File: config.mk
export PLATFORM = sky130hd
export DESIGN_NAME = cicmd_front
export DESIGN_NICKNAME = d
export VERILOG_FILES = /design/src/sv/cic_mass_deposit_3d_defines.svh /design/src/sv/cicmd_pkg.sv /design/src/sv/cicmd_mod.sv /design/src/sv/cicmd_front.sv
export SDC_FILE = /design/constraint.sdc
export NUM_CORES = 2
export LEC_CHECK = 0
export BUFFER_PORTS_ARGS = -buffer_cell sky130_fd_sc_hd__clkbuf_2
export CORE_ASPECT_RATIO = 0.6
export CORE_UTILIZATION = 50
export DETAILED_ROUTE_END_ITERATION = 16
export PLACE_DENSITY = 0.76
export SYNTH_ARGS = -nofsm -noshare
export SYNTH_HDL_FRONTEND = slang
export SYNTH_SLANG_ARGS = --single-unit
File: constraint.sdc
create_clock -name clk -period 14 [get_ports clk]
set_input_delay 2.8 -clock clk [delete_from_list [all_inputs] [get_ports clk]]
set_output_delay 2.8 -clock clk [all_outputs]
set_load 0.005 [all_outputs]
File: src/sv/cic_mass_deposit_3d_defines.svh
// Assertion macros shared by the block
`ifndef CIC_MASS_DEPOSIT_3D_DEFINES_SVH
`define CIC_MASS_DEPOSIT_3D_DEFINES_SVH

// same-cycle implication
`define AST_IMP(lbl, ck, rn, a, b) \
	lbl: assert property (@(posedge ck) disable iff (!rn) (a) |-> (b)) \
		else $error("same-cycle check failed");

// next-cycle implication
`define AST_NEXT(lbl, ck, rn, a, b) \
	lbl: assert property (@(posedge ck) disable iff (!rn) (a) |=> (b)) \
		else $error("next-cycle check failed");

`endif

File: src/sv/cicmd_pkg.sv
`default_nettype none
package cicmd_pkg;

	// opcodes
	localparam logic [1:0] OP_DEPOSIT  = 2'd0;
	localparam logic [1:0] OP_READ     = 2'd1;
	localparam logic [1:0] OP_READ_CLR = 2'd2;

	// result status codes
	localparam logic [2:0] ST_FULL    = 3'd0;
	localparam logic [2:0] ST_DROP    = 3'd1;
	localparam logic [2:0] ST_PARTIAL = 3'd2;
	localparam logic [2:0] ST_READ    = 3'd3;
	localparam logic [2:0] ST_SAT     = 3'd4;

	// register indexes
	localparam logic [2:0] REG_GRID_X = 3'd0;
	localparam logic [2:0] REG_GRID_Y = 3'd1;
	localparam logic [2:0] REG_GRID_Z = 3'd2;
	localparam logic [2:0] REG_INV_X  = 3'd3;
	localparam logic [2:0] REG_INV_Y  = 3'd4;
	localparam logic [2:0] REG_INV_Z  = 3'd5;
	localparam logic [2:0] REG_WRAP   = 3'd6;

	localparam logic [47:0] CELL_MAX = 48'hFFFF_FFFF_FFFF;
	localparam logic [16:0] ONE_Q16  = 17'h10000;

	// effective configuration (axis sizes already clamped, 1..MAX_AXIS_CELLS)
	typedef struct packed {
		logic [8:0]  sx;
		logic [8:0]  sy;
		logic [8:0]  sz;
		logic [31:0] inv_x;
		logic [31:0] inv_y;
		logic [31:0] inv_z;
		logic        wrap;
	} cfg_t;

	// classified work handed from front to back
	typedef struct packed {
		logic [1:0]  op;
		logic        drop;
		logic [7:0]  bx;
		logic [7:0]  by;
		logic [7:0]  bz;
		logic [15:0] fx;
		logic [15:0] fy;
		logic [15:0] fz;
		logic [31:0] mass;
		logic [14:0] idx;
	} job_t;

	// back-end status
	typedef struct packed {
		logic clearing;
		logic idle;
	} back_stat_t;

endpackage
`default_nettype wire

File: src/sv/cicmd_mod.sv
`default_nettype none
// Signed 32-bit value modulo a 1..256 divisor, 4 quotient bits a cycle
module cicmd_mod (
	input  wire logic        clk,
	input  wire logic        arst_n,
	input  wire logic        start,
	input  wire logic [31:0] dividend,
	input  wire logic [8:0]  divisor,
	output logic             done,
	output logic [7:0]       rem
);
	logic        run_q;
	logic        done_q;
	logic [2:0]  cnt_q;
	logic [31:0] m_q;
	logic [8:0]  r_q;
	logic [8:0]  div_q;
	logic        neg_q;
	logic [9:0]  rt;
	logic [31:0] mt;

	// four restoring steps
	always_comb begin
		rt = {1'b0, r_q};
		mt = m_q;
		for (int i = 0; i < 4; i++) begin
			rt = {rt[8:0], mt[31]};
			mt = {mt[30:0], 1'b0};
			if (rt >= {1'b0, div_q})
				rt = rt - {1'b0, div_q};
		end
	end

	always_ff @(posedge clk or negedge arst_n) begin
		if (!arst_n) begin
			run_q  <= 1'b0;
			done_q <= 1'b0;
			cnt_q  <= 3'd0;
		end else begin
			done_q <= 1'b0;
			if (start) begin
				run_q <= 1'b1;
				cnt_q <= 3'd0;
			end else if (run_q) begin
				cnt_q <= cnt_q + 3'd1;
				if (cnt_q == 3'd7) begin
					run_q  <= 1'b0;
					done_q <= 1'b1;
				end
			end
		end
	end

	// datapath
	always_ff @(posedge clk) begin
		if (start) begin
			neg_q <= dividend[31];
			m_q   <= dividend[31] ? (~dividend + 32'd1) : dividend;
			r_q   <= 9'd0;
			div_q <= divisor;
		end else if (run_q) begin
			m_q <= mt;
			r_q <= rt[8:0];
		end
	end

	// floor-mod fix for negative values
	assign done = done_q;
	assign rem  = (neg_q && r_q != 9'd0) ? 8'(div_q - r_q) : r_q[7:0];

endmodule
`default_nettype wire

File: src/sv/cicmd_front.sv
`default_nettype none
// Front end: takes items, scales positions, wraps or drops, builds jobs
module cicmd_front (
	input  wire logic              clk,
	input  wire logic              arst_n,
	input  wire logic              accept,
	input  wire logic [1:0]        opcode,
	input  wire logic [31:0]       pos_x,
	input  wire logic [31:0]       pos_y,
	input  wire logic [31:0]       pos_z,
	input  wire logic [31:0]       mass,
	input  wire logic [14:0]       cell_index,
	input  wire cicmd_pkg::cfg_t   cfg,
	input  wire logic              q_full,
	output logic                   q_push,
	output cicmd_pkg::job_t        q_data,
	output logic                   f_busy
);
	localparam logic [2:0] F_IDLE = 3'd0;
	localparam logic [2:0] F_MUL  = 3'd1;
	localparam logic [2:0] F_EVAL = 3'd2;
	localparam logic [2:0] F_DIV  = 3'd3;
	localparam logic [2:0] F_PUSH = 3'd4;

	logic [2:0]         state_q;
	logic [1:0]         k_q;
	logic [31:0]        pos_q [3];
	logic signed [63:0] prod_q;
	cicmd_pkg::job_t    job_q;

	logic [31:0]        pos_sel;
	logic [31:0]        inv_sel;
	logic [8:0]         size_sel;
	logic signed [63:0] prod_c;
	logic signed [31:0] base;
	logic               out_range;
	logic               mod_start;
	logic               mod_done;
	logic [7:0]         mod_rem;

	// per-axis selection
	always_comb begin
		pos_sel = pos_q[k_q];
		unique case (k_q)
			2'd0: begin
				inv_sel  = cfg.inv_x;
				size_sel = cfg.sx;
			end
			2'd1: begin
				inv_sel  = cfg.inv_y;
				size_sel = cfg.sy;
			end
			default: begin
				inv_sel  = cfg.inv_z;
				size_sel = cfg.sz;
			end
		endcase
	end

	assign prod_c    = $signed(pos_sel) * $signed({1'b0, inv_sel});
	assign base      = prod_q[63:32];
	assign out_range = (base < 0) || (base >= $signed({23'd0, size_sel}));
	assign mod_start = (state_q == F_EVAL) && cfg.wrap;

	cicmd_mod u_mod (
		.clk      (clk),
		.arst_n   (arst_n),
		.start    (mod_start),
		.dividend (base),
		.divisor  (size_sel),
		.done     (mod_done),
		.rem      (mod_rem)
	);

	always_ff @(posedge clk or negedge arst_n) begin
		if (!arst_n) begin
			state_q <= F_IDLE;
			k_q     <= 2'd0;
		end else begin
			unique case (state_q)
				F_IDLE: if (accept) begin
					k_q     <= 2'd0;
					state_q <= (opcode == cicmd_pkg::OP_DEPOSIT) ? F_MUL : F_PUSH;
				end
				F_MUL: state_q <= F_EVAL;
				F_EVAL: begin
					if (cfg.wrap)
						state_q <= F_DIV;
					else if (out_range)
						state_q <= F_PUSH;
					else if (k_q == 2'd2)
						state_q <= F_PUSH;
					else begin
						k_q     <= k_q + 2'd1;
						state_q <= F_MUL;
					end
				end
				F_DIV: if (mod_done) begin
					if (k_q == 2'd2)
						state_q <= F_PUSH;
					else begin
						k_q     <= k_q + 2'd1;
						state_q <= F_MUL;
					end
				end
				F_PUSH: if (!q_full) state_q <= F_IDLE;
				default: state_q <= F_IDLE;
			endcase
		end
	end

	// job assembly
	always_ff @(posedge clk) begin
		if (state_q == F_IDLE && accept) begin
			job_q.op   <= opcode;
			job_q.drop <= 1'b0;
			job_q.mass <= mass;
			job_q.idx  <= cell_index;
			pos_q[0]   <= pos_x;
			pos_q[1]   <= pos_y;
			pos_q[2]   <= pos_z;
		end
		if (state_q == F_MUL)
			prod_q <= prod_c;
		if (state_q == F_EVAL) begin
			unique case (k_q)
				2'd0: job_q.fx <= prod_q[31:16];
				2'd1: job_q.fy <= prod_q[31:16];
				default: job_q.fz <= prod_q[31:16];
			endcase
			if (!cfg.wrap) begin
				if (out_range)
					job_q.drop <= 1'b1;
				unique case (k_q)
					2'd0: job_q.bx <= base[7:0];
					2'd1: job_q.by <= base[7:0];
					default: job_q.bz <= base[7:0];
				endcase
			end
		end
		if (state_q == F_DIV && mod_done) begin
			unique case (k_q)
				2'd0: job_q.bx <= mod_rem;
				2'd1: job_q.by <= mod_rem;
				default: job_q.bz <= mod_rem;
			endcase
		end
	end

	assign q_push = (state_q == F_PUSH) && !q_full;
	assign q_data = job_q;
	assign f_busy = (state_q != F_IDLE);

endmodule
`default_nettype wire

==> qor.yml <==
timing:
  hold_violations: 0
  layout_setup_ws_ps: 2320
  finalClockSkew_ps: 28.9
  maxSlewViolCount: 0
  finalSetupViolCount: 0
  rsz0062_at_grt: "false"
  finalWorstPathRequiredPeriod_ps: 11680
  tightest_slew_ps: 1450
  slew_headroom_pct: 2.45
  finalCritPeriodShare_pct: 83.4
  finalSetupTns_ps: 0
  timing.hold.ws_ps: 481
  timing.fmax_mhz: 85.6
clock_tree:
  cts_buffers: 34
  root_buffer: "clkbuf_16"
  clk_path_buf_depth: 3
  hold_buffers: 0
  cts_num_sinks: 327
  cts.repair.resized: 0
  post_cts.repair.setup_buffers: 0
  insertion_delay_ps: 600
  cts.htree.levels: 2
  cts_tree: "done"
  clkTransAtPathRegs_ps: 70
hold_path:
  hold_class: "flop to flop"
setup_path:
  crit_fanout: 10
  startpoint_type: "primary input"
  slowest_stage: "a21oi_1"
  critical_path_required_ps: 14320
  cp_slowest_stage_delay_ps: 980
  end_kind: "flop"
  crit_top_cell: "fa_1"
  worstPathArrival_ps: 12000
  worstSetupPathType: "primary input to flop"
die:
  core_um2: 92500
  fp.dieH_um: 240
  rows: 86
  die_x_um: 398
  ios: 397
  start_util_pct: 50.9
  die_area_um2: 95500
yosys:
  muxShareOfSynthArea_pct: 1.75
  synth_compound_area_share_pct: 7.08
  synth-simple-area-share_pct: 12.0
  synth_xor_area_share_pct: 2.10
  synth-edff-count: 283
  synthAdderAreaFrac_pct: 47.5
  netlist_area_um2: 47100
  syn_inst: 4889
  synth.distinct_cells: 74
  synth_flop_cell: "edfxtp_1"
  synth-seq-cells: 327
  synthArstFlopShare_pct: 3.06
  yosysSeqAreaShare_pct: 20.0
  synth_top_family_by_area: "adder cells"
  synth_fp_nets: 6408
  ys_warn_count: 0
  syn_area_per_cell_um2: 9.63
cells_and_area:
  fin_nets: 6703
  stdcell_count: 6443
  synthToLayoutAreaGrowth_pct: 9.79
  drive_above_1_share_pct: 11.7
route:
  wl_mm: 143
  post_drt_wl_per_cell_um: 22.2
  ant_nets: 0
  vias_per_cell: 5.64
  post-route-drc-count: 0
  dr.pass1.iters: 9
  vias: 36300
  drtIter0Drc: 3917
global_route:
  grt_usage_pct: 30.4
  grt_max_degree: 88
  grt_pass1_vias: 36600
  grt_pass1_wl_mm: 218
  overflow: 0
  antenna_found_initial: 1
placement:
  gp_congestion: 0.988
  dp.cells: 6380
  post-place-ws_ps: 2050
  hpwlAfterDp_mm: 114
  port-buffer-count: 396
job:
  drv_cap: 0
run_status:
  status: "complete, no violations"
layout by cell type (no fill, tap or decap), drive strengths merged, types with 38 or more instances in the layout:
cell,count
a21o,67
a21oi,126
buf,89
clkbuf,434
edfxtp,283
fa,901
ha,345
inv,975
mux2i,63
nand2,675
nor2,590
o21a,38
o21ai,135
xnor2,59
xor2,54
cell usage after synthesis (54+ instances only):
cell | n | area (um^2)
fa_1 | 901 | 18000
o21ai_0 | 110 | 551
nand2_1 | 675 | 2530
inv_1 | 973 | 3650
mux2i_1 | 63 | 631
ha_1 | 345 | 4320
a21o_1 | 67 | 503
a21oi_1 | 126 | 631
xor2_1 | 54 | 473
nor2_1 | 589 | 2210
edfxtp_1 | 283 | 8500
clkbuf_1 | 203 | 762
xnor2_1 | 59 | 517
routing by layer:
| layer | up-vias | track usage, % | wire, um |
|---|---|---|---|
| met5 | - | 0.867 | 112 |
| met1 | 17900 | 42.7 | 56800 |
| met3 | 425 | 11.4 | 21400 |
| met2 | 2358 | 42.6 | 58100 |
| li1 | 15700 | - | - |
| met4 | 4 | 11.1 | 6410 |
state kept, by name, summed over array words and instances (netlist names), 3 cells and up:
name	flops
prod_q	48
u_mod.div_q	9
q_data	122
pos_q	96
u_mod.m_q	32
state_q	3
u_mod.cnt_q	3
u_mod.r_q	9
final timing paths:
| path | from | end | slack (ps) | cells past startpoint |
|---|---|---|---|---|
| worst max-delay path | cfg[76] | prod_q[41] | 2320 | 27 |
| worst min-delay path | prod_q[24] | q_data[87] | 480 | 0 |
| worst max register to register | k_q[1] | prod_q[41] | 2340 | 30 |
| worst min register to register | prod_q[24] | q_data[87] | 480 | 0 |
| max in group asynchronous | arst_n | k_q[1] | 11630 | 1 |
| min in group asynchronous | arst_n | k_q[1] | 2100 | 1 |
area by class of cell:
type,instances,area [um^2]
fill,7990,40800
clock buffer,38,897
inverter,973,3650
multi-input combinational,3363,33300
tap,1232,1540
antenna,1,2.50
timing repair buffer,485,2650
clock inverter,24,231
sequential,327,9430
critical path, delay by kind of cell:
family,cells,cell delay (ps)
and+or+nand+nor,1,170
buffers and inverters,5,300
adders and majority gates,9,4350
AOI/OAI and AO/OA,11,4230
xor gates and xnor gates,1,160
cells by family after synthesis:
family / count (synthesis)
adder cells (fa/ha/maj): 1246
XOR/XNOR: 113
multiplexers: 80
AND/OR/NAND/NOR: 1407
AO/OA/AOI/OAI: 517
flip-flops: 327
buffers and inverters: 1199
metrics by stage:
step / area [um^2] / utilization [%]
after global routing: 51700 / 55.9
after floorplan: 47100 / -
after detailed placement: 50600 / 54.7
final: 51700 / 55.9
after CTS: 51700 / 55.9
after global placement: 50600 / 54.7
Power is not shown: default switching activity piles up to over one toggle a cycle in this logic, so the estimate is an artifact.
