--- config.mk ---
export PLATFORM = sky130hd
export DESIGN_NAME = cicmd_queue
export DESIGN_NICKNAME = d
export VERILOG_FILES = /design/src/sv/cic_mass_deposit_3d_defines.svh /design/src/sv/cicmd_pkg.sv /design/src/sv/cicmd_queue.sv
export SDC_FILE = /design/constraint.sdc
export NUM_CORES = 1
export LEC_CHECK = 0
export ABC_CLOCK_PERIOD_IN_PS = 6450
export CAP_MARGIN = 20
export CORE_ASPECT_RATIO = 0.6
export CORE_MARGIN = 1.5
export CORE_UTILIZATION = 50
export CTS_CLUSTER_SIZE = 24
export DETAILED_ROUTE_END_ITERATION = 12
export DONT_BUFFER_PORTS = 1
export PLACE_DENSITY = 0.68
export SETUP_SLACK_MARGIN = 0.2
export SYNTH_ARGS = -nofsm -noshare
export SYNTH_HDL_FRONTEND = slang
export SYNTH_SLANG_ARGS = --single-unit
--- constraint.sdc ---
create_clock -name clk -period 6.45 [get_ports clk]
set_clock_uncertainty 0.1 [all_clocks]
set_input_delay 1.29 -clock clk [delete_from_list [all_inputs] [get_ports clk]]
set_output_delay 1.29 -clock clk [all_outputs]
set_load 0.1 [all_outputs]
--- src/sv/cic_mass_deposit_3d_defines.svh ---
// Assertion macros shared by the block
`ifndef CIC_MASS_DEPOSIT_3D_DEFINES_SVH
`define CIC_MASS_DEPOSIT_3D_DEFINES_SVH

// same-cycle implication
`define AST_IMP(lbl, ck, rn, a, b) \
	lbl: assert property (@(posedge ck) disable iff (!rn) (a) |-> (b)) \
		else $error("same-cycle check failed");

// next-cycle implication
`define AST_NEXT(lbl, ck, rn, a, b) \
	lbl: assert property (@(posedge ck) disable iff (!rn) (a) |=> (b)) \
		else $error("next-cycle check failed");

`endif

--- src/sv/cicmd_pkg.sv ---
`default_nettype none
package cicmd_pkg;

	// opcodes
	localparam logic [1:0] OP_DEPOSIT  = 2'd0;
	localparam logic [1:0] OP_READ     = 2'd1;
	localparam logic [1:0] OP_READ_CLR = 2'd2;

	// result status codes
	localparam logic [2:0] ST_FULL    = 3'd0;
	localparam logic [2:0] ST_DROP    = 3'd1;
	localparam logic [2:0] ST_PARTIAL = 3'd2;
	localparam logic [2:0] ST_READ    = 3'd3;
	localparam logic [2:0] ST_SAT     = 3'd4;

	// register indexes
	localparam logic [2:0] REG_GRID_X = 3'd0;
	localparam logic [2:0] REG_GRID_Y = 3'd1;
	localparam logic [2:0] REG_GRID_Z = 3'd2;
	localparam logic [2:0] REG_INV_X  = 3'd3;
	localparam logic [2:0] REG_INV_Y  = 3'd4;
	localparam logic [2:0] REG_INV_Z  = 3'd5;
	localparam logic [2:0] REG_WRAP   = 3'd6;

	localparam logic [47:0] CELL_MAX = 48'hFFFF_FFFF_FFFF;
	localparam logic [16:0] ONE_Q16  = 17'h10000;

	// effective configuration (axis sizes already clamped, 1..MAX_AXIS_CELLS)
	typedef struct packed {
		logic [8:0]  sx;
		logic [8:0]  sy;
		logic [8:0]  sz;
		logic [31:0] inv_x;
		logic [31:0] inv_y;
		logic [31:0] inv_z;
		logic        wrap;
	} cfg_t;

	// classified work handed from front to back
	typedef struct packed {
		logic [1:0]  op;
		logic        drop;
		logic [7:0]  bx;
		logic [7:0]  by;
		logic [7:0]  bz;
		logic [15:0] fx;
		logic [15:0] fy;
		logic [15:0] fz;
		logic [31:0] mass;
		logic [14:0] idx;
	} job_t;

	// back-end status
	typedef struct packed {
		logic clearing;
		logic idle;
	} back_stat_t;

endpackage
`default_nettype wire

--- src/sv/cicmd_queue.sv ---
`default_nettype none
// Two-entry job queue between front and back
module cicmd_queue (
	input  wire logic            clk,
	input  wire logic            arst_n,
	input  wire logic            push,
	input  wire cicmd_pkg::job_t wdata,
	input  wire logic            pop,
	output cicmd_pkg::job_t      head,
	output logic                 full,
	output logic                 empty
);
	cicmd_pkg::job_t mem_q [2];
	logic       wp_q;
	logic       rp_q;
	logic [1:0] cnt_q;

	always_ff @(posedge clk or negedge arst_n) begin
		if (!arst_n) begin
			wp_q  <= 1'b0;
			rp_q  <= 1'b0;
			cnt_q <= 2'd0;
		end else begin
			if (push) wp_q <= ~wp_q;
			if (pop)  rp_q <= ~rp_q;
			cnt_q <= cnt_q + {1'b0, push} - {1'b0, pop};
		end
	end

	always_ff @(posedge clk) begin
		if (push) mem_q[wp_q] <= wdata;
	end

	assign head  = mem_q[rp_q];
	assign full  = (cnt_q == 2'd2);
	assign empty = (cnt_q == 2'd0);

endmodule
`default_nettype wire

==> results of run 1 <==
## cells in the final DEF, fill, tap and decap left out, types with 2 or more instances in the layout
master	Yosys	layout
edfxtp_1	244	244
clkbuf_16	0	23
dfrtp_1	4	3
mux2_4	70	70
clkinv_1	0	6
ha_1	2	2
clkbuf_1	0	3
inv_1	2	2
xor2_1	2	2
buf_4	0	3
mux2_2	52	52
clkinv_2	0	6
## area by class of cell
type                            instances  area, µm²
Clock inverter                         13      82.58
Tap cell                              240      300.3
Fill cell                            1314       7896
Clock buffer                           26      586.8
Inverter                                2      7.507
Timing Repair Buffer                    5      70.07
Sequential cell                       248       7431
Multi-Input combinational cell        131       1740
## registers in the layout, summed over array words and instances, names as in the netlist
signal,cells
wp_q,1
cnt_q,2
rp_q,1
mem_q,244
## layer usage
metal  wire length, µm  part of all wire
met3              2367              0.16
met4               331             0.022
met2              6665              0.44
met1              5854              0.38
met5                 0                 0
## worst register-to-register path, stage by stage, from the launching register on
cell,delay (ns)
dfrtp_1,0.42
and2_4,0.83
buf_4,0.68
## through the flow
step,hold WS (ns),area [µm²],setup slack [ns]
3_5_place_dp,0.4493,9522,2.767
2_1_floorplan,0.3731,9293,1.441
6_report,0.3833,10220,2.561
5_1_grt,0.3585,10220,2.458
3_3_place_gp,0.4291,9522,2.808
4_1_cts,0.3635,10190,2.224
## cell families (layout without fill, tap and decap cells)
logic type,after synthesis,after routing,share of synthesized area
DFF,248,248,0.7995
muxes,122,122,0.1762
buffers and inverters,16,46,0.01481
and+or+nand+nor,4,4,0.002424
xor gates and xnor gates,3,3,0.004444
adders and majority gates,2,2,0.002693
## worst max-delay path by stage
| stage | depth (start not counted) | startpoint | to | slack, ns |
|---|---|---|---|---|
| after detailed placement | 2 | rp_q$_DFFE_PN0P_ | head[2] | 2.77 |
| after CTS | 2 | rp_q$_DFFE_PN0P_ | head[2] | 2.22 |
| after global placement | 2 | rp_q$_DFFE_PN0P_ | head[9] | 2.81 |
| after floorplan | 1 | push | mem_q[0][0]$_DFFE_PP_ | 1.44 |
| final | 3 | rp_q$_DFFE_PN0P_ | head[121] | 2.56 |
| after global routing | 3 | rp_q$_DFFE_PN0P_ | head[2] | 2.46 |
## Yosys cell counts (all sizes together)
library cell / count / area (µm²)
buf: 14 / 130.1
nor2: 1 / 3.750
mux2: 122 / 1637
dfrtp: 4 / 100.1
xor3: 1 / 23.77
inv: 2 / 7.510
edfxtp: 244 / 7327
xor2: 2 / 17.52
nor2b: 2 / 12.51
and2: 1 / 6.260
ha: 2 / 25.02
==> results_dict.tcl, run 1 <==
set metrics [dict create \
    grt_util_met3 0.08826 \
    crit_path_max_fanout 55 \
    first_pass_iters 4 \
    path_buf_inv 2 \
    end_kind "output port" \
    grt.met2_usage 0.2195 \
    ctsResizeCount 0 \
    yosysSeqAreaShare 0.7995 \
    synth_cell_types 14 \
    gr-total-overflow 0 \
    startpoint_type "flop" \
    hold_class "primary input to async pin" \
    fp.coreArea_mm2 0.01811 \
    hold_violations 0 \
    setup_violations 0 \
    antenna_found_initial 0 \
    wl_per_cell_um 22.89 \
    cts_tree "done" \
    ios 250 \
    r2r_start "wp_q$_DFFE_PN0P_" \
    cts_buffer_depth 3 \
    ff2ff_setup_slack_ns 4.00 \
    dieArea_mm2 0.01943 \
    root_buffer "clkbuf_16" \
    die_h_um 108.6 \
    drv_cap 0 \
    drt_iter0_drc 234 \
    grt_pass1_wl_mm 21.58 \
    cts_hold_buf 0 \
    drtAntennaViolNets 0 \
    arrival_ns 2.50 \
    syn_nets 523 \
    status "finished, final reports clean" \
    gr-max-usage-layer "met2" \
    critPathMaxStageDelay_ns 0.61 \
    vias 3564 \
    layout_min_cycle_time_ns 3.889 \
    placedCellCount 625 \
    drive_above_1_share 0.3812 \
    path_class "flop to output port" \
    critPathTopFamily "buffers and inverters" \
    cts.clk_slew.worst_paths_ns 0.06 \
    grt_usage 0.1492 \
    critPathSlowestCell "mux2_2" \
    grt_pass1_vias 3665 \
    netlist_area_mm2 0.009290 \
    dpl.hpwl_mm 10.13 \
    grt_max_degree 75 \
    fp-row-count 38 \
    worst_pin_slew_ns 1.104 \
    ff2ff_path_depth 2 \
    gp_congestion 0.6956 \
    ys_ff_latch 248 \
    fmax_ghz 0.2571 \
    die_w_um 179.0 \
    detail_route.vias_per_cell 5.359 \
    crit_chain "buf_16 > buf_12 > mux2_2" \
    syn_area_per_cell_um2 23.52 \
    yosysWarnings 0 \
    cts_sinks 248 \
    final_cells 665 \
    io_buffer_count 0 \
    fin_tns_setup_ns 0 \
    drcViolationCount 0 \
    rsz0062_at_grt "no" \
    r2r_end "mem_q[1][88]$_DFFE_PP_" \
    gr-usage-met1 0.1869 \
    relSlewSlack 0.2635 \
    insertion_delay_ns 0.49 \
    syn_inst 395 \
    start_util 0.5128 \
    required_ns 5.06 \
    fin_crit_sh 0.6029 \
    syn_to_final_growth_pct 9.994 \
    numCtsBuffers 22 \
    slew_viol_final 0 \
    final_util 0.5641 \
    post-cts-setup-buffers 0 \
    diodes 0 \
    finish.net_count 538 \
    wl_mm 15.22 \
    h-tree-depth 1 \
]
Power of run 1 is not shown: default switching activity piles up to over one toggle a cycle in this logic, so the estimate is an artifact.
==> run 2, diff against run 1 <==
ABC_CLOCK_PERIOD_IN_PS = 3400   (was 6450)
clock period = 3.4 ns   (was 6.45 ns; I/O delays follow)
==> run 2 against run 1 <==
Utilization rose by 0.56 points. Sequential cell count did not move. Setup slack got worse by 1.9 ns. Critical endpoint unchanged. Largest cell class unchanged. Highest routed layer unchanged.
==> results_dict.tcl, run 2 (same netlist as run 1, synthesis figures left out) <==
set metrics [dict create \
    cts_sinks 248 \
    drv_cap 0 \
    final_common_cell "edfxtp_1" \
    largest_reg_flops 244 \
    vias 3614 \
    root_buffer "clkbuf_16" \
    placedCellCount 630 \
    grt.met2_usage 0.2410 \
    fmax_ghz 0.3631 \
    top_register "mem_q" \
    end_kind "output port" \
    worst_pin_slew_ns 0.5405 \
    fp-row-count 38 \
    dpl.hpwl_mm 10.24 \
    layout_min_cycle_time_ns 2.754 \
    die_w_um 179.0 \
    setup_violations 0 \
    detail_route.vias_per_cell 5.410 \
    fin_tns_setup_ns 0 \
    grt_util_met3 0.08896 \
    start_util 0.5128 \
    final_cells 668 \
    layout_common_cells "edfxtp_1 (244), mux2_4 (70), mux2_2 (52), clkbuf_16 (23), clkbuf_1 (7)" \
    relSlewSlack 0.6396 \
    ios 250 \
    drcViolationCount 0 \
    drive_above_1_share 0.3832 \
    drtAntennaViolNets 0 \
    top_regs "mem_q x244, cnt_q x2" \
    final_util 0.5697 \
    placed_area_mm2 0.009597 \
    grt_max_degree 65 \
    startpoint_type "flop" \
    path_class "flop to output port" \
    arrival_ns 1.97 \
    post-cts-setup-buffers 0 \
    final-seq-area_mm2 0.007431 \
    rsz0062_at_grt "no" \
    numCtsBuffers 23 \
    status "finished, final reports clean" \
    fillCellCount 1308 \
    diodes 0 \
    syn_to_final_growth_pct 11.08 \
    grt_usage 0.1539 \
    fin_area_mm2 0.01032 \
    gp_congestion 0.7291 \
    cts_buffer_depth 3 \
    die_h_um 108.6 \
    gr-max-usage-layer "met2" \
    drt_iter0_drc 359 \
    first_pass_iters 4 \
    antenna_found_initial 0 \
    grt_pass1_vias 3794 \
    cts.clk_slew.worst_paths_ns 0.06 \
    hold_class "primary input to flop" \
    dieArea_mm2 0.01943 \
    crit_path_max_fanout 64 \
    cts_tree "done" \
    fin_crit_sh 0.8099 \
    gr-usage-met1 0.1788 \
    wl_mm 15.36 \
    hold_violations 0 \
    wl_per_cell_um 22.99 \
    ctsResizeCount 0 \
    required_ns 2.62 \
    insertion_delay_ns 0.49 \
    slew_viol_final 0 \
    grt_pass1_wl_mm 22.14 \
    multi_input_area_mm2 0.001740 \
    fp.coreArea_mm2 0.01811 \
    io_buffer_count 0 \
    h-tree-depth 1 \
    finish.net_count 544 \
    gr-total-overflow 0 \
]
==> run 2: changes by cell type in the layout (fill, tap and decap cells not counted), sizes merged <==
cell         before  now
dlygate4sd3       0    1
buf               5    9
bufinv            1    3
clkbuf           26   30
clkinv           12    4
==> run 2: final cells by class <==
type / instances / area share
multi-input cells: 131 / 0.1686
flip-flops and latches: 248 / 0.7201
repair buffers: 10 / 0.01237
inverters: 2 / 0.0007274
clock inverters: 7 / 0.01079
well taps: 240 / 0.02910
clock buffers: 30 / 0.05832
==> run 2: path summary, 6_finish.rpt <==
check                                 start                 endpoint  slack (ns)  cells after the start
max reg2reg                wp_q$_DFFE_PN0P_  mem_q[1][109]$_DFFE_PP_        1.57                      2
min in group asynchronous            arst_n       cnt_q[0]$_DFF_PN0_        0.37                      1
max in group asynchronous            arst_n         rp_q$_DFFE_PN0P_        2.63                      1
max                        rp_q$_DFFE_PN0P_                head[121]        0.65                      2
min                                     pop         rp_q$_DFFE_PN0P_        0.16                      1
min reg2reg                wp_q$_DFFE_PN0P_         wp_q$_DFFE_PN0P_        0.47                      1
==> run 2: layer usage <==
layer  up-vias  share of wire
li1       1603              -
met1      1798           0.37
met2       187           0.46
met3        26           0.15
met4         0          0.025
met5         -              0
==> run 2: timing repair <==
action                     CTS  global route
hold endpoints to repair     4             0
hold buffers                 1             0
setup endpoints to repair    0             0
==> run 2: critical path, cell delays in order, from the launching register on <==
cell	delay, ns
dfrtp_4	0.44
buf_12	0.34
mux2_2	0.61
==> run 2: through the flow <==
| step | worst slack, ns | hold WS (ns) |
|---|---|---|
| after global placement | 1.178 | 0.2848 |
| after global routing | 0.5790 | 0.1497 |
| after detailed placement | 1.168 | 0.2847 |
| final | 0.6463 | 0.1642 |
| after CTS | 0.6282 | 0.1408 |
| after floorplan | 0.3530 | 0.2844 |
Power of run 2 is left out for the same reason.
==> run 3, diff against run 2 <==
ABC_CLOCK_PERIOD_IN_PS = 2550   (was 3400)
PLACE_DENSITY = default   (was 0.68)
clock period = 2.55 ns   (was 3.4 ns; I/O delays follow)
==> run 3 against run 2 <==
Setup slack got worse by 0.58 ns. Die area did not move. Utilization rose by 15 points. Wire length rose by 17%. First-iteration DRC count shrank 35%. Critical path type unchanged.
==> results_dict.tcl, run 3 (same netlist as run 1, synthesis figures left out) <==
set metrics [dict create \
    layout_common_cells "edfxtp_1 (244), dlygate4sd3_1 (125), mux2_4 (80), buf_12 (60), mux2_2 (42)" \
    slew_viol_final 0 \
    cts.clk_slew.worst_paths_ns 0.06 \
    met2_length_mm 8.875 \
    routedLengthMet1_mm 7.084 \
    grt_usage 0.1842 \
    fin_crit_sh 0.9733 \
    vias 4403 \
    top_regs "mem_q x244, cnt_q x2" \
    grt_max_degree 123 \
    critPathSlowestCell "dfrtp_4" \
    drtAntennaViolNets 0 \
    status "finished, final reports clean" \
    worstHoldPathCells 1 \
    root_buffer "clkbuf_16" \
    first_pass_iters 4 \
    crit_path_max_fanout 6 \
    start_util 0.5128 \
    die_w_um 179.0 \
    grt_pass1_wl_mm 26.53 \
    detail_route.vias_per_cell 5.084 \
    cts_sinks 248 \
    fp.coreArea_mm2 0.01811 \
    gr-total-overflow 0 \
    layout_min_cycle_time_ns 2.482 \
    ff2ff_path_depth 2 \
    ios 250 \
    end_kind "output port" \
    cts_tree "done" \
    syn_to_final_growth_pct 40.39 \
    h-tree-depth 1 \
    io_buffer_count 0 \
    worst_pin_slew_ns 0.7173 \
    numCtsBuffers 23 \
    path_buf_inv 3 \
    startpoint_type "flop" \
    drcViolationCount 0 \
    cts_buffer_depth 3 \
    place_ws_ns 0.4126 \
    cp_common_cell "buf_12" \
    dieArea_mm2 0.01943 \
    fillCellCount 1056 \
    grt_pass1_vias 4702 \
    setup_violations 0 \
    wl_per_cell_um 20.75 \
    required_ns 1.94 \
    drt_iter0_drc 232 \
    critPathMaxStageDelay_ns 0.56 \
    path_class "flop to output port" \
    final_common_cell "edfxtp_1" \
    drv_cap 0 \
    die_h_um 108.6 \
    insertion_delay_ns 0.49 \
    fmax_ghz 0.4029 \
    dr_wl_met3_mm 1.732 \
    crit_chain "buf_12 > buf_16 > mux2_4 > buf_12" \
    gp_congestion 0.7773 \
    finish.net_count 739 \
    finalWorstSetupSlack_ns 0.06804 \
    path_depth 4 \
    top_register "mem_q" \
    dpl.hpwl_mm 10.65 \
    fp-row-count 38 \
    top_layer "met4" \
    drive_above_1_share 0.3808 \
    hold_violations 0 \
    hold_class "primary input to flop" \
    largest_reg_flops 244 \
    rsz0062_at_grt "yes" \
    wl_mm 17.97 \
    critPathTopFamily "flip-flops" \
    antenna_found_initial 1 \
    relSlewSlack 0.5218 \
    arrival_ns 1.87 \
]
[run 3: layout make-up]
cell class / count / area (µm²) / share of cell area
diodes: 1 / 2.502 / 0.0001919
inverters: 2 / 7.507 / 0.0005756
multi-input cells: 131 / 1778 / 0.1363
well taps: 240 / 300.3 / 0.02302
flip-flops and latches: 248 / 7431 / 0.5697
clock inverters: 15 / 141.4 / 0.01084
clock buffers: 24 / 579.3 / 0.04442
repair buffers: 205 / 2803 / 0.2149
[run 3: metrics by stage]
| stage | instance area (µm²) | util | TNS [ns] | std cells | hold WS, ns |
|---|---|---|---|---|---|
| final | 13040 | 0.7200 | 0 | 866 | 0.07961 |
| after detailed placement | 10740 | 0.5929 | 0 | 689 | 0.1146 |
| after floorplan | 9299 | - | -42.15 | 395 | 0.1144 |
| after global routing | 13040 | 0.7200 | 0 | 866 | 0.05731 |
| after CTS | 13000 | 0.7178 | 0 | 865 | 0.03705 |
| after global placement | 10740 | 0.5929 | 0 | 689 | 0.1146 |
[run 3: final timing paths]
path / from / end / slack (ns)
max in group asynchronous: arst_n / rp_q$_DFFE_PN0P_ / 1.92
worst max register to register: wp_q$_DFFE_PN0P_ / mem_q[0][38]$_DFFE_PP_ / 0.90
worst min register to register: wp_q$_DFFE_PN0P_ / wp_q$_DFFE_PN0P_ / 0.44
min in group asynchronous: arst_n / cnt_q[1]$_DFF_PN0_ / 0.21
worst min-delay path: push / cnt_q[0]$_DFF_PN0_ / 0.08
worst max-delay path: rp_q$_DFFE_PN0P_ / head[41] / 0.07
[run 3: layer usage]
metal | GRT usage | vias up
met2 | 0.3072 | 166
li1 | - | 2004
met5 | 0 | -
met4 | 0.03810 | 0
met1 | 0.2338 | 2214
met3 | 0.06575 | 19
[run 3: what timing repair did]
action,CTS,global route
setup buffers,4,0
hold buffers,125,0
resized for setup,10,10
endpoints found under the hold margin,250,0
endpoints found under the setup margin,111,122
gates cloned,8,0
Power of run 3 is left out for the same reason.
